File: src/design/fec_pkg.sv
// Shared types, status codes and CRC-32 helpers for the file envelope checker.
package fec_pkg;

	localparam int unsigned HDR_LEN   = 16;
	localparam int unsigned CNT_W     = 33;
	localparam int unsigned PADDR_W   = 4;
	localparam int unsigned PDATA_W   = 32;

	localparam logic [1:0] REG_MAGIC   = 2'd0;
	localparam logic [1:0] REG_VERSION = 2'd1;
	localparam logic [1:0] REG_BOM     = 2'd2;

	localparam logic [2:0] ST_OK        = 3'd0;
	localparam logic [2:0] ST_TRUNCATED = 3'd1;
	localparam logic [2:0] ST_TRAILING  = 3'd2;
	localparam logic [2:0] ST_BAD_MAGIC = 3'd3;
	localparam logic [2:0] ST_BAD_VER   = 3'd4;
	localparam logic [2:0] ST_BAD_BOM   = 3'd5;
	localparam logic [2:0] ST_BAD_CRC   = 3'd6;

	localparam logic [31:0] CRC_INIT = 32'hFFFF_FFFF;

	typedef struct packed {
		logic [7:0] file_byte;
		logic       is_last;
	} in_t;

	typedef struct packed {
		logic [2:0]  status;
		logic [31:0] payload_length;
		logic [31:0] computed_crc;
	} out_t;

	typedef struct packed {
		logic [31:0] expected_magic;
		logic [15:0] expected_version;
		logic [15:0] byte_order_mark;
	} fec_cfg_t;

	function automatic logic [31:0] crc_nib_tab(input logic [3:0] idx);
		logic [31:0] val;
		case (idx)
			4'h0: val = 32'h0000_0000;
			4'h1: val = 32'h1DB7_1064;
			4'h2: val = 32'h3B6E_20C8;
			4'h3: val = 32'h26D9_30AC;
			4'h4: val = 32'h76DC_4190;
			4'h5: val = 32'h6B6B_51F4;
			4'h6: val = 32'h4DB2_6158;
			4'h7: val = 32'h5005_713C;
			4'h8: val = 32'hEDB8_8320;
			4'h9: val = 32'hF00F_9344;
			4'hA: val = 32'hD6D6_A3E8;
			4'hB: val = 32'hCB61_B38C;
			4'hC: val = 32'h9B64_C2B0;
			4'hD: val = 32'h86D3_D2D4;
			4'hE: val = 32'hA00A_E278;
			default: val = 32'hBDBD_F21C;
		endcase
		return val;
	endfunction

	function automatic logic [31:0] crc_byte(input logic [31:0] crc, input logic [7:0] b);
		logic [31:0] c1;
		c1 = (crc >> 4) ^ crc_nib_tab(crc[3:0] ^ b[3:0]);
		return (c1 >> 4) ^ crc_nib_tab(c1[3:0] ^ b[7:4]);
	endfunction

endpackage

File: src/design/fec_core.sv
// Per-file state (byte counter, header bytes, running CRC) and the status evaluation.
module fec_core (
	input  logic              clk,
	input  logic              arst_n,
	input  logic              take,
	input  fec_pkg::in_t      beat,
	input  fec_pkg::fec_cfg_t cfg,
	output fec_pkg::out_t     res
);

	localparam int unsigned CW = fec_pkg::CNT_W;

	logic [CW-1:0] cnt_q;
	logic [7:0]    hdr_q [fec_pkg::HDR_LEN];
	logic [31:0]   crc_q;

	logic [CW-1:0] cnt_nxt;
	logic [CW-1:0] after;
	logic [7:0]    hdr_nxt [fec_pkg::HDR_LEN];
	logic [31:0]   crc_nxt;
	logic [31:0]   crc_out;
	logic          in_hdr;
	logic          hdr_done;
	logic [31:0]   magic;
	logic [15:0]   version;
	logic [15:0]   bom;
	logic [31:0]   length;
	logic [31:0]   stored_crc;

	assign in_hdr  = (cnt_q[CW-1:4] == '0);
	assign cnt_nxt = (&cnt_q) ? cnt_q : cnt_q + CW'(1);
	assign crc_nxt = in_hdr ? crc_q : fec_pkg::crc_byte(crc_q, beat.file_byte);
	assign crc_out = ~crc_nxt;

	always_comb begin
		for (int i = 0; i < fec_pkg::HDR_LEN; i++) begin
			hdr_nxt[i] = (in_hdr && cnt_q[3:0] == 4'(i)) ? beat.file_byte : hdr_q[i];
		end
	end

	assign hdr_done   = (cnt_nxt[CW-1:4] != '0);
	assign after      = cnt_nxt - CW'(fec_pkg::HDR_LEN);
	assign magic      = {hdr_nxt[3], hdr_nxt[2], hdr_nxt[1], hdr_nxt[0]};
	assign version    = {hdr_nxt[5], hdr_nxt[4]};
	assign bom        = {hdr_nxt[7], hdr_nxt[6]};
	assign length     = {hdr_nxt[11], hdr_nxt[10], hdr_nxt[9], hdr_nxt[8]};
	assign stored_crc = {hdr_nxt[15], hdr_nxt[14], hdr_nxt[13], hdr_nxt[12]};

	always_comb begin
		res.computed_crc   = crc_out;
		res.payload_length = hdr_done ? length : 32'd0;
		if (!hdr_done) begin
			res.status = fec_pkg::ST_TRUNCATED;
		end else if (magic != cfg.expected_magic) begin
			res.status = fec_pkg::ST_BAD_MAGIC;
		end else if (bom != cfg.byte_order_mark) begin
			res.status = fec_pkg::ST_BAD_BOM;
		end else if (version != cfg.expected_version) begin
			res.status = fec_pkg::ST_BAD_VER;
		end else if ({1'b0, length} > after) begin
			res.status = fec_pkg::ST_TRUNCATED;
		end else if ({1'b0, length} < after) begin
			res.status = fec_pkg::ST_TRAILING;
		end else if (stored_crc != crc_out) begin
			res.status = fec_pkg::ST_BAD_CRC;
		end else begin
			res.status = fec_pkg::ST_OK;
		end
	end

	always_ff @(posedge clk or negedge arst_n) begin
		if (!arst_n) begin
			cnt_q <= '0;
			crc_q <= fec_pkg::CRC_INIT;
		end else if (take) begin
			if (beat.is_last) begin
				cnt_q <= '0;
				crc_q <= fec_pkg::CRC_INIT;
			end else begin
				cnt_q <= cnt_nxt;
				crc_q <= crc_nxt;
			end
		end
	end

	always_ff @(posedge clk) begin
		if (take) begin
			for (int i = 0; i < fec_pkg::HDR_LEN; i++) begin
				hdr_q[i] <= hdr_nxt[i];
			end
		end
	end

endmodule

File: config.mk
export PLATFORM = sky130hd
export DESIGN_NAME = fec_core
export DESIGN_NICKNAME = d
export VERILOG_FILES = /design/src/design/fec_pkg.sv /design/src/design/fec_core.sv
export SDC_FILE = /design/constraint.sdc
export NUM_CORES = 1
export LEC_CHECK = 0
export ABC_AREA = 1
export BUFFER_PORTS_ARGS = -buffer_cell sky130_fd_sc_hd__buf_2
export CAP_MARGIN = 20
export CELL_PAD_IN_SITES_DETAIL_PLACEMENT = 0
export CELL_PAD_IN_SITES_GLOBAL_PLACEMENT = 1
export CORE_UTILIZATION = 44
export DETAILED_ROUTE_END_ITERATION = 16
export PLACE_DENSITY_LB_ADDON = 0.1
export SYNTH_ARGS = -nofsm -noshare
export SYNTH_HDL_FRONTEND = slang
export SYNTH_SLANG_ARGS = --single-unit
File: constraint.sdc
create_clock -name clk -period 5 [get_ports clk]
set_clock_uncertainty 0.2 [all_clocks]
set_input_delay 0.25 -clock clk [delete_from_list [all_inputs] [get_ports clk]]
set_output_delay 0.25 -clock clk [all_outputs]
set_load 0.05 [all_outputs]
Word-level counts from Yosys, hierarchy flattened --
Memories as Yosys holds them, arrays and structs flattened. Cells that the tools add are included.
Word-level totals: memory bits (read-only) 896, bits in writable memories 128, memories kept 3, bits of input ports 76, logic and storage cells 83, output and inout bits 67, register bits 65
Cells by class: magnitude comparators 2, mux-type cells 30, bitwise operators 5, reductions and logical operators 20, add/sub/neg operators 2, eq/ne operators 19
Memories:
- (no name shown) | words 16, bits a word 28, read ports 1, clocked after Yosys merged registers in 0, write ports 0, line fec_pkg.sv:42 | case (idx)
- (no name shown) | words 16, bits a word 28, read ports 1, clocked after Yosys merged registers in 0, write ports 0, line fec_pkg.sv:42
- hdr_q | words 16, bits a word 8, read ports 16, clocked after Yosys merged registers in 0, write ports 16, line fec_core.sv:14 | logic [7:0] hdr_q [fec_pkg::HDR_LEN];
Operators with widths (number):
- two-way mux 8 bit | 16
- two-way mux 32 bit | 3
- two-way mux 33 bit | 2
- inequality test 32 bit | 2
- bitwise XOR 28 x 32 -> 32 bit | 2
- adder 33 x 1 -> 33 bit, second input constant | 1
- > comparator 32 x 33 -> 1 bit | 1
- < comparator 32 x 33 -> 1 bit | 1
- AND reduction 33 bit | 1
- subtractor 33 x 5 -> 33 bit, second input constant | 1
- == test 4 bit, second input constant | 8
- inequality test 16 bit | 2
- NOT 32 bit | 1
- zero test 29 bit | 1
- nonzero test 29 bit | 1
- two-way mux 3 bit | 7
- == test 4 x 3 -> 1 bit, second input constant | 4
- logical AND 1 bit | 16
- == test 4 x 2 -> 1 bit, second input constant | 2
- bitwise XOR 4 bit | 2
- == test 4 x 1 -> 1 bit, second input constant | 1
- zero test 4 bit | 1
- two-way mux 1 bit | 2

Depth between registers and ports, before layout --
Gate-level depths: netlist of the first run. An unclocked memory read counts as a cell.
depth after elaboration 16, depth in mapped cells 36, depth with buffers taken out 34

Worst setup path before layout of the first run --
OpenSTA, ideal clock, no wires.
path kind reg-to-output, start register cnt_q[0], end output port res[66] (netlist bit), required time 4.550 ns, slack 0.029 ns, cell stages (with the launch flop) 35, path buffers 2, arrival time 4.521 ns, cell sequence dfrtp_1 ha_1 buf_2 inv_2 nor2_4 nand2_2 nor2_2 nand3_2 buf_6 o21ai_1 inv_1 ha_1 inv_1 nor2_1 nand3b_1 nor3_2 nor3b_2 xor2_1 ha_1 nand2_1 nor2_1 nand4_1 nor3_1 nand2_1 nand2_1 nand2_1 nand2_1 nand2_1 nand2_1 nand2_1 nand2_1 nand2_1 nor2_2 nand3_1 a21oi_1
RTL lines:
- start: declaration | line fec_core.sv:13 | logic [CW-1:0] cnt_q;
- start signal: assignment | line fec_core.sv:80 | cnt_q <= cnt_nxt;
- end: declaration | line fec_core.sv:8 | output fec_pkg::out_t res

==> results of run 1 <==
==> through the flow <==
stage                     cell area (sq um)  utilization [%]  TNS [ns]  std cells  total power, mW
after global placement                15800             49.9         0       2619             2.55
after floorplan                       14200                -         0       2043             2.32
after CTS                             16600             52.4    -0.374       2661             4.01
after detailed placement              15800             49.9         0       2619             2.56
after global routing                  17000             53.6    -0.936       2679             4.16
final                                 17000             53.6   -0.0342       2681             4.00
==> synth_stat cells (all sizes together) <==
library cell,n
nand2,811
inv,245
nor2,207
o21ai,146
edfxtp,128
nand3,127
xor2,72
ha,37
dfrtp,33
dfstp,32
buf,28
xnor2,28
clkbuf,26
o22ai,26
nand4,23
a21oi,20
a22oi,18
nor3,12
nand3b,5
or2,4
nor4,3
o211ai,3
a21boi,2
a211oi,1
a21o,1
and2,1
clkinv,1
nor3b,1
o21a,1
o21bai,1
==> routing by layer <==
metal	wire length [um]	vias up	global-route usage [%]
met1	23500	6551	44.0
met5	0	-	0
met3	3550	37	4.71
li1	-	6979	-
met4	788	0	8.03
met2	21400	466	45.1
==> cells by family after synthesis <==
logic type,after synthesis,share of synthesized area (%)
DFF,193,38.9
buffers and inverters,300,8.47
xor gates and xnor gates,100,6.18
and+or+nand+nor,1194,34.7
adders and majority gates,37,3.27
AOI/OAI and AO/OA,219,8.46
==> state kept, by name, indices dropped and copies added, names as in the netlist <==
signal  cells
hdr_q     128
cnt_q      33
crc_q      32
==> cell type report <==
cell class	count	area [sq um]
Antenna cell	2	5.00
Clock buffer	18	429
Clock inverter	14	161
Fill cell	3198	14700
Inverter	246	927
Multi-Input combinational cell	1550	7790
Sequential cell	193	5520
Tap cell	402	503
Timing Repair Buffer	256	1620
==> tightest hold or removal path, cell delays in order <==
cell and delay (ns):
buf_2 0.12, nand3_1 0.10, nand2_1 0.09
==> timing repair <==
item                       in CTS  in global routing
hold endpoints to repair       33                  0
hold buffers                    1                  0
pin swaps                      31                 37
buffers inserted                9                 18
cloned                          0                  0
gates resized for setup        35                 77
setup endpoints to repair       3                  3
==> power by group through the flow <==
stage	clock network, mW	logic (mW)	registers [mW]
global placement	0	0.670	1.88
floorplan	0	0.443	1.88
CTS	1.47	0.685	1.85
detailed placement	0	0.680	1.88
finish	1.45	0.696	1.85
global route	1.52	0.781	1.86
==> path summary, 6_finish.rpt <==
kind | slack, ns | end
max | -0.03 | res[65]
min | 0.03 | hdr_q[1][32]$_DFFE_PP_
max reg2reg | 2.14 | hdr_q[1][46]$_DFFE_PP_
min reg2reg | 0.32 | crc_q[12]$_DFFE_PN1P_
max in group asynchronous | 3.55 | cnt_q[21]$_DFFE_PN0P_
min in group asynchronous | 0.39 | cnt_q[1]$_DFFE_PN0P_
==> flow_metrics.tcl, run 1 <==
set metrics [dict create \
    maxSlewViolCount 0 \
    clockBufferDepth 2 \
    wire_per_inst_um 18.4 \
    period_needed_ns 5.03 \
    cp-end-kind "output port" \
    cts_tree "done" \
    p_seq_share_pct 46.2 \
    worstMarginPinSlew_ns 0.970 \
    leakage_nw 8.96 \
    die_area_sq_um 32900 \
    path_buf_inv 5 \
    syn_area_per_cell_sq_um 6.94 \
    track_usage_pct 29.8 \
    vias 14033 \
    yosys_warnings 0 \
    htreeDepth 4 \
    io_buffers 142 \
    power.switching_mw 1.16 \
    cp_data_required_time_ns 4.55 \
    clk_pin_slew_ns 0.08 \
    vdd_ir_drop_max_uv 218 \
    cp_max_fo 4 \
    layout_commonest_cell "nand2_1" \
    synth_top_cell_area_share_pct 27.1 \
    clock_latency_ns 0.45 \
    path_class "reg2out" \
    post-place-ws_ns 0.0487 \
    hold_path_class "in2reg" \
    p_int_mw 2.84 \
    ys_seq_area_share_pct 38.9 \
    drc_errors 0 \
    hold_viol_final 0 \
    p_comb_share_pct 17.4 \
    cts_buffers 17 \
    hold-worst-slack_ns 0.0333 \
    power_density_nw_per_um2 236 \
    core_area_sq_um 31600 \
    cts-root-buf "clkbuf_16" \
    gp_congestion 0.955 \
    hp-start "beat[1]" \
    rr_worst_depth 9 \
    fin_crit_sh_pct 101 \
    timing.slew.headroom_pct 35.3 \
    maxCapViolations 0 \
    drive_above_1_share_pct 18.6 \
    synth.largest_area_cell "edfxtp_1" \
    start_util_pct 44.8 \
    setup_viol 2 \
    arrival_ns 4.58 \
    die_y_um 181 \
    syn2layout_area_growth_pct 19.6 \
    wl_um 49200 \
    synth.net_count 2156 \
    grt_max_degree 74 \
    overflow 0 \
    postRouteAntennaNets 0 \
    placementRows 65 \
    p_clk_share_pct 36.4 \
    status "complete, but fails checks" \
    failed_checks "negative setup slack" \
    ys_types 44 \
    syn-cell-area_sq_um 14200 \
    cts.sinks 193 \
    die_w_um 181 \
    antenna_found_initial 3 \
    ios 143 \
    cp_slowest_cell "dfrtp_1" \
    startpoint_type "flip-flop" \
    synthCells 2043 \
    cp.depth 34 \
    critPathMostFrequentCell "nand2_1" \
    ys_ff_latch 193 \
    rsz0062_at_grt "yes" \
    mostFrequentLayoutCells "nand2_1 (783), inv_1 (234), nor2_1 (174), buf_2 (138), edfxtp_1 (128)" \
    synthTopCellsByArea "edfxtp_1 (27%), nand2_1 (21%), inv_1 (6.4%), dfstp_2 (5.9%), dfrtp_1 (5.8%)" \
    startpoint "cnt_q[0]$_DFFE_PN0P_" \
    final_nets 2377 \
    crit_path_max_incr_delay_ns 0.38 \
    fmax_ghz 0.199 \
    grt_pass1_vias 12754 \
    cpLargestDelayFamily "simple AND/OR/NAND/NOR gates" \
    swShare_pct 28.9 \
    fin_ws_ns -0.0298 \
    dpl.hpwl_um 37000 \
    whs_path_depth 3 \
    vias_per_cell 5.23 \
    firstDrtPassIters 6 \
    grt_pass1_wl_um 74200 \
    regToRegStartpoint "cnt_q[30]$_DFFE_PN0P_" \
    drt-initial-drc-count 1277 \
]
No activity file was read; power rests on OpenSTA's default activity.
==> inputs of run 2 (changes only) <==
==> constraint.sdc (replaced) <==
create_clock -name clk -period 5.2 [get_ports clk]
set_clock_uncertainty 0.2 [all_clocks]
set_input_delay 0.26 -clock clk [delete_from_list [all_inputs] [get_ports clk]]
set_output_delay 0.26 -clock clk [all_outputs]
set_load 0.05 [all_outputs]
==> flow_metrics.tcl, run 2 (same netlist as run 1, synthesis figures left out) <==
set metrics [dict create \
    maxSlewViolCount 0 \
    startpoint "cnt_q[11]$_DFFE_PN0P_" \
    hold_path_class "in2reg" \
    setup_viol 1 \
    final_area_sq_um 16900 \
    ios 143 \
    drive_above_1_share_pct 18.4 \
    io_buffers 142 \
    cts_tree "done" \
    wl_um 49000 \
    fin_ws_ns -0.0139 \
    largestRegisters "hdr_q: 128 flops, cnt_q: 33 flops, crc_q: 32 flops" \
    leakage_nw 8.83 \
    timing.slew.headroom_pct 33.2 \
    wire_per_inst_um 18.5 \
    cts_buffers 17 \
    overflow 0 \
    dpl-instance-area_sq_um 15400 \
    clockBufferDepth 2 \
    fin_util_pct 53.3 \
    cp_max_fo 4 \
    post-place-ws_ns 0.0862 \
    clock_latency_ns 0.46 \
    dpl.cell_count 2574 \
    fill_cells 3196 \
    status "complete, but fails checks" \
    startpoint_type "flip-flop" \
    arrival_ns 4.75 \
    hold_viol_final 0 \
    mostFrequentLayoutCells "nand2_1 (785), inv_1 (231), nor2_1 (172), buf_2 (138), edfxtp_1 (128)" \
    period_needed_ns 5.21 \
    vdd_ir_drop_max_uv 210 \
    power_density_nw_per_um2 225 \
    grt_pass1_vias 12795 \
    layout_commonest_cell "nand2_1" \
    drt-initial-drc-count 1233 \
    crit_path_max_incr_delay_ns 0.43 \
    drc_errors 0 \
    dpl.hpwl_um 35600 \
    clk_pin_slew_ns 0.08 \
    path_class "reg2out" \
    die_w_um 181 \
    cp_data_required_time_ns 4.74 \
    rsz0062_at_grt "yes" \
    htreeDepth 4 \
    p_total_mw 3.80 \
    hp-start "beat[5]" \
    placementRows 65 \
    regToRegStartpoint "cnt_q[30]$_DFFE_PN0P_" \
    die_area_sq_um 32900 \
    start_util_pct 44.8 \
    worstMarginPinSlew_ns 1.00 \
    vias 13903 \
    stdcell_count 2657 \
    gp_congestion 0.978 \
    fin_crit_sh_pct 100 \
    grt_max_degree 66 \
    cts.sinks 193 \
    die_y_um 181 \
    largest_reg_flops 128 \
    cp_slowest_cell "dfrtp_1" \
    maxCapViolations 0 \
    track_usage_pct 29.9 \
    top_register "hdr_q" \
    failed_checks "negative setup slack" \
    cp-end-kind "output port" \
    critPathMostFrequentCell "nand2_1" \
    fmax_ghz 0.192 \
    firstDrtPassIters 6 \
    vias_per_cell 5.23 \
    syn2layout_area_growth_pct 19.0 \
    final_nets 2354 \
    postRouteAntennaNets 0 \
    core_area_sq_um 31600 \
    cts-root-buf "clkbuf_16" \
    antenna_found_initial 1 \
    grt_pass1_wl_um 74400 \
]
-- run 2: cell types whose count changed in the layout (fill, tap and decap cells not counted), moves of 3 or more --
cell | before | now
buf_4 | 108 | 84
dfrtp_2 | 7 | 11
nand3_2 | 5 | 2
inv_1 | 234 | 231
clkinv_4 | 0 | 3
o21ai_1 | 41 | 36
inv_4 | 0 | 3
o21ai_0 | 103 | 108
dfrtp_1 | 26 | 22
clkinv_1 | 5 | 1
-- run 2: final cells by class --
type                       instances  area [sq um]  area share (%)
multi-input combinational       1550          7840            46.5
sequential                       193          5520            32.7
timing repair buffer             233          1480            8.79
inverter                         246           935            5.54
tap                              402           503            2.98
clock buffer                      17           425            2.52
clock inverter                    15           154           0.912
antenna                            1          2.50          0.0148
-- run 2: power breakdown --
group          total (mW)  leakage (nW)  internal [mW]  switching [mW]
clock network        1.35         0.277          0.676           0.676
logic               0.671          6.52          0.222           0.449
registers            1.78          2.03           1.75          0.0251
total                3.80          8.83           2.65            1.15
-- run 2: final timing paths --
path	slack (ns)	endpoint	cells after the start
min in group asynchronous	0.41	cnt_q[32]$_DFFE_PN0P_	3
min reg2reg	0.32	crc_q[12]$_DFFE_PN1P_	2
max in group asynchronous	3.70	cnt_q[7]$_DFFE_PN0P_	3
max	-0.01	res[65]	31
min	0.02	hdr_q[1][44]$_DFFE_PP_	3
max reg2reg	2.08	hdr_q[1][52]$_DFFE_PP_	9
-- run 2: critical path, delay by kind of cell (launching register included) --
| kind | cells | cell delay (ns) |
|---|---|---|
| AO/OA/AOI/OAI | 3 | 0.43 |
| XOR/XNOR | 2 | 0.35 |
| buffers and inverters | 4 | 0.47 |
| flip-flops | 1 | 0.43 |
| adder cells (fa/ha/maj) | 1 | 0.28 |
| AND/OR/NAND/NOR | 21 | 2.31 |
-- run 2: through the flow --
| stage | hold WS [ns] | setup TNS (ns) |
|---|---|---|
| floorplan | -0.236 | 0 |
| global placement | 0.307 | 0 |
| detailed placement | 0.312 | 0 |
| CTS | 0.00659 | 0 |
| global route | 0.0384 | -0.779 |
| finish | 0.0241 | -0.0139 |
-- run 2: per-layer routing --
| metal | share of wire, % | track usage, % |
|---|---|---|
| met1 | 48 | 43.3 |
| met2 | 44 | 45.5 |
| met3 | 7.1 | 5.86 |
| met4 | 1.3 | 7.22 |
| met5 | 0 | 0 |
-- run 2: what timing repair did --
action                                 CTS  global route
setup endpoints to repair                3             3
gates resized for setup                 74            48
pin swaps                               34            45
cloned                                   1             0
setup buffers                           30            18
hold buffers                             1             0
endpoints found under the hold margin   33             0
==> inputs of run 3 (changes only) <==
==> constraint.sdc (replaced) <==
create_clock -name clk -period 5.2 [get_ports clk]
set_clock_uncertainty 0.2 [all_clocks]
set_input_delay 0.26 -clock clk [delete_from_list [all_inputs] [get_ports clk]]
set_output_delay 0.26 -clock clk [all_outputs]
set_load 0.02 [all_outputs]
==> flow_metrics.tcl, run 3 (same netlist as run 1, synthesis figures left out) <==
set metrics [dict create \
    status "complete, but fails checks" \
    failed_checks "negative setup slack" \
    gp_congestion 0.994 \
    vdd_ir_drop_max_uv 211 \
    startpoint_type "flip-flop" \
    path_buf_inv 5 \
    largest_reg_flops 128 \
    grt_pass1_vias 12574 \
    worstMarginPinSlew_ns 0.994 \
    path_class "reg2out" \
    wire_per_inst_um 18.5 \
    placementRows 65 \
    leakage_nw 8.79 \
    hold-worst-slack_ns 0.0318 \
    die_w_um 181 \
    fmax_ghz 0.192 \
    die_area_sq_um 32900 \
    grt_pass1_wl_um 72800 \
    overflow 0 \
    drt-initial-drc-count 1081 \
    antenna_found_initial 2 \
    maxSlewViolCount 0 \
    setup_viol 1 \
    track_usage_pct 29.4 \
    setup_tns_ns -0.0211 \
    grt_max_degree 79 \
    cts.sinks 193 \
    critPathMostFrequentCell "nand2_1" \
    rsz0062_at_grt "yes" \
    cts-root-buf "clkbuf_16" \
    clock_latency_ns 0.46 \
    layout_commonest_cell "nand2_1" \
    core_area_sq_um 31600 \
    clk_pin_slew_ns 0.09 \
    fin_ws_ns -0.0211 \
    die_y_um 181 \
    antennaDiodeCount 0 \
    period_needed_ns 5.22 \
    drc_errors 0 \
    cpLargestDelayFamily "simple AND/OR/NAND/NOR gates" \
    hold_path_class "in2reg" \
    largestRegisters "hdr_q: 128 flops, cnt_q: 33 flops, crc_q: 32 flops" \
    hold_viol_final 0 \
    maxCapViolations 0 \
    cts_buffers 17 \
    fill_cells 3211 \
    final_nets 2345 \
    arrival_ns 4.76 \
    vias 13897 \
    syn2layout_area_growth_pct 18.2 \
    io_buffers 142 \
    cts_tree "done" \
    crit_path_max_incr_delay_ns 0.39 \
    cp_data_required_time_ns 4.74 \
    clockBufferDepth 2 \
    final_area_sq_um 16700 \
    mostFrequentLayoutCells "nand2_1 (789), inv_1 (234), nor2_1 (175), buf_2 (138), edfxtp_1 (128)" \
    firstDrtPassIters 5 \
    ios 143 \
    postRouteAntennaNets 0 \
    timing.slew.headroom_pct 33.7 \
    vias_per_cell 5.25 \
    drive_above_1_share_pct 17.5 \
    power_density_nw_per_um2 226 \
    cp_slowest_cell "dfrtp_1" \
    cp-end-kind "output port" \
    cp_max_fo 6 \
    fin_crit_sh_pct 100 \
    dpl.hpwl_um 36000 \
    dpl-instance-area_sq_um 15400 \
    start_util_pct 44.8 \
    htreeDepth 4 \
    wl_um 48900 \
    top_register "hdr_q" \
]
[run 3: final cells by class]
type	instances	area (sq um)	share of cell area, %
multi-input cells	1550	7800	46.6
flip-flops and latches	193	5520	33.0
repair buffers	224	1400	8.37
inverters	246	930	5.55
well taps	402	503	3.00
clock buffers	17	425	2.54
clock inverters	15	163	0.971
[run 3: power breakdown]
part           switching [mW]  total, mW  internal [mW]  leakage, nW
Combinational           0.444      0.660          0.215         6.47
Clock                   0.706       1.35          0.648        0.286
Sequential             0.0237       1.78           1.75         2.04
Total                    1.17       3.79           2.62         8.79
[run 3: stage by stage]
step           utilization [%]  std cells  total power, mW  worst slack [ns]
3_3_place_gp              48.7       2572             2.44             0.233
2_1_floorplan                -       2043             2.23             0.637
4_1_cts                   51.5       2620             3.81          -0.00484
6_report                  52.9       2647             3.79           -0.0211
5_1_grt                   52.9       2647             3.96            -0.359
3_5_place_dp              48.7       2572             2.45             0.111
[run 3: worst register-to-register path, stage by stage, from the launching register on]
cell and delay, ns:
dfrtp_1 0.40, buf_4 0.18, inv_2 0.08, nand2_1 0.06
nor2_1 0.14, nand2_1 0.08, nor2_2 0.29, nand2_4 0.16
nor2_2 0.18, nand2_1 0.27, buf_4 0.28, o21ai_0 0.38
[run 3: per-layer routing]
metal / global-route usage [%] / vias to the layer above / share of wire (%)
li1: - / 6912 / -
met2: 43.9 / 447 / 43
met3: 5.90 / 52 / 8.0
met5: 0 / - / 0.068
met4: 6.81 / 4 / 1.6
met1: 43.4 / 6482 / 47
[run 3: worst paths after layout]
check	from	endpoint	slack, ns	cells past startpoint
max	cnt_q[0]$_DFFE_PN0P_	res[65]	-0.02	29
min	beat[1]	hdr_q[1][32]$_DFFE_PP_	0.03	3
max reg2reg	cnt_q[21]$_DFFE_PN0P_	hdr_q[1][28]$_DFFE_PP_	2.27	11
min reg2reg	crc_q[12]$_DFFE_PN1P_	crc_q[12]$_DFFE_PN1P_	0.32	2
max in group asynchronous	arst_n	crc_q[30]$_DFFE_PN1P_	3.44	3
min in group asynchronous	arst_n	cnt_q[0]$_DFFE_PN0P_	0.32	2
[run 3: repair_timing]
action	in CTS	in global routing
pin swaps	8	32
endpoints found under the hold margin	20	0
gates resized for setup	35	71
gates cloned	0	1
hold buffers	1	0
setup buffers	15	26
endpoints found under the setup margin	3	3
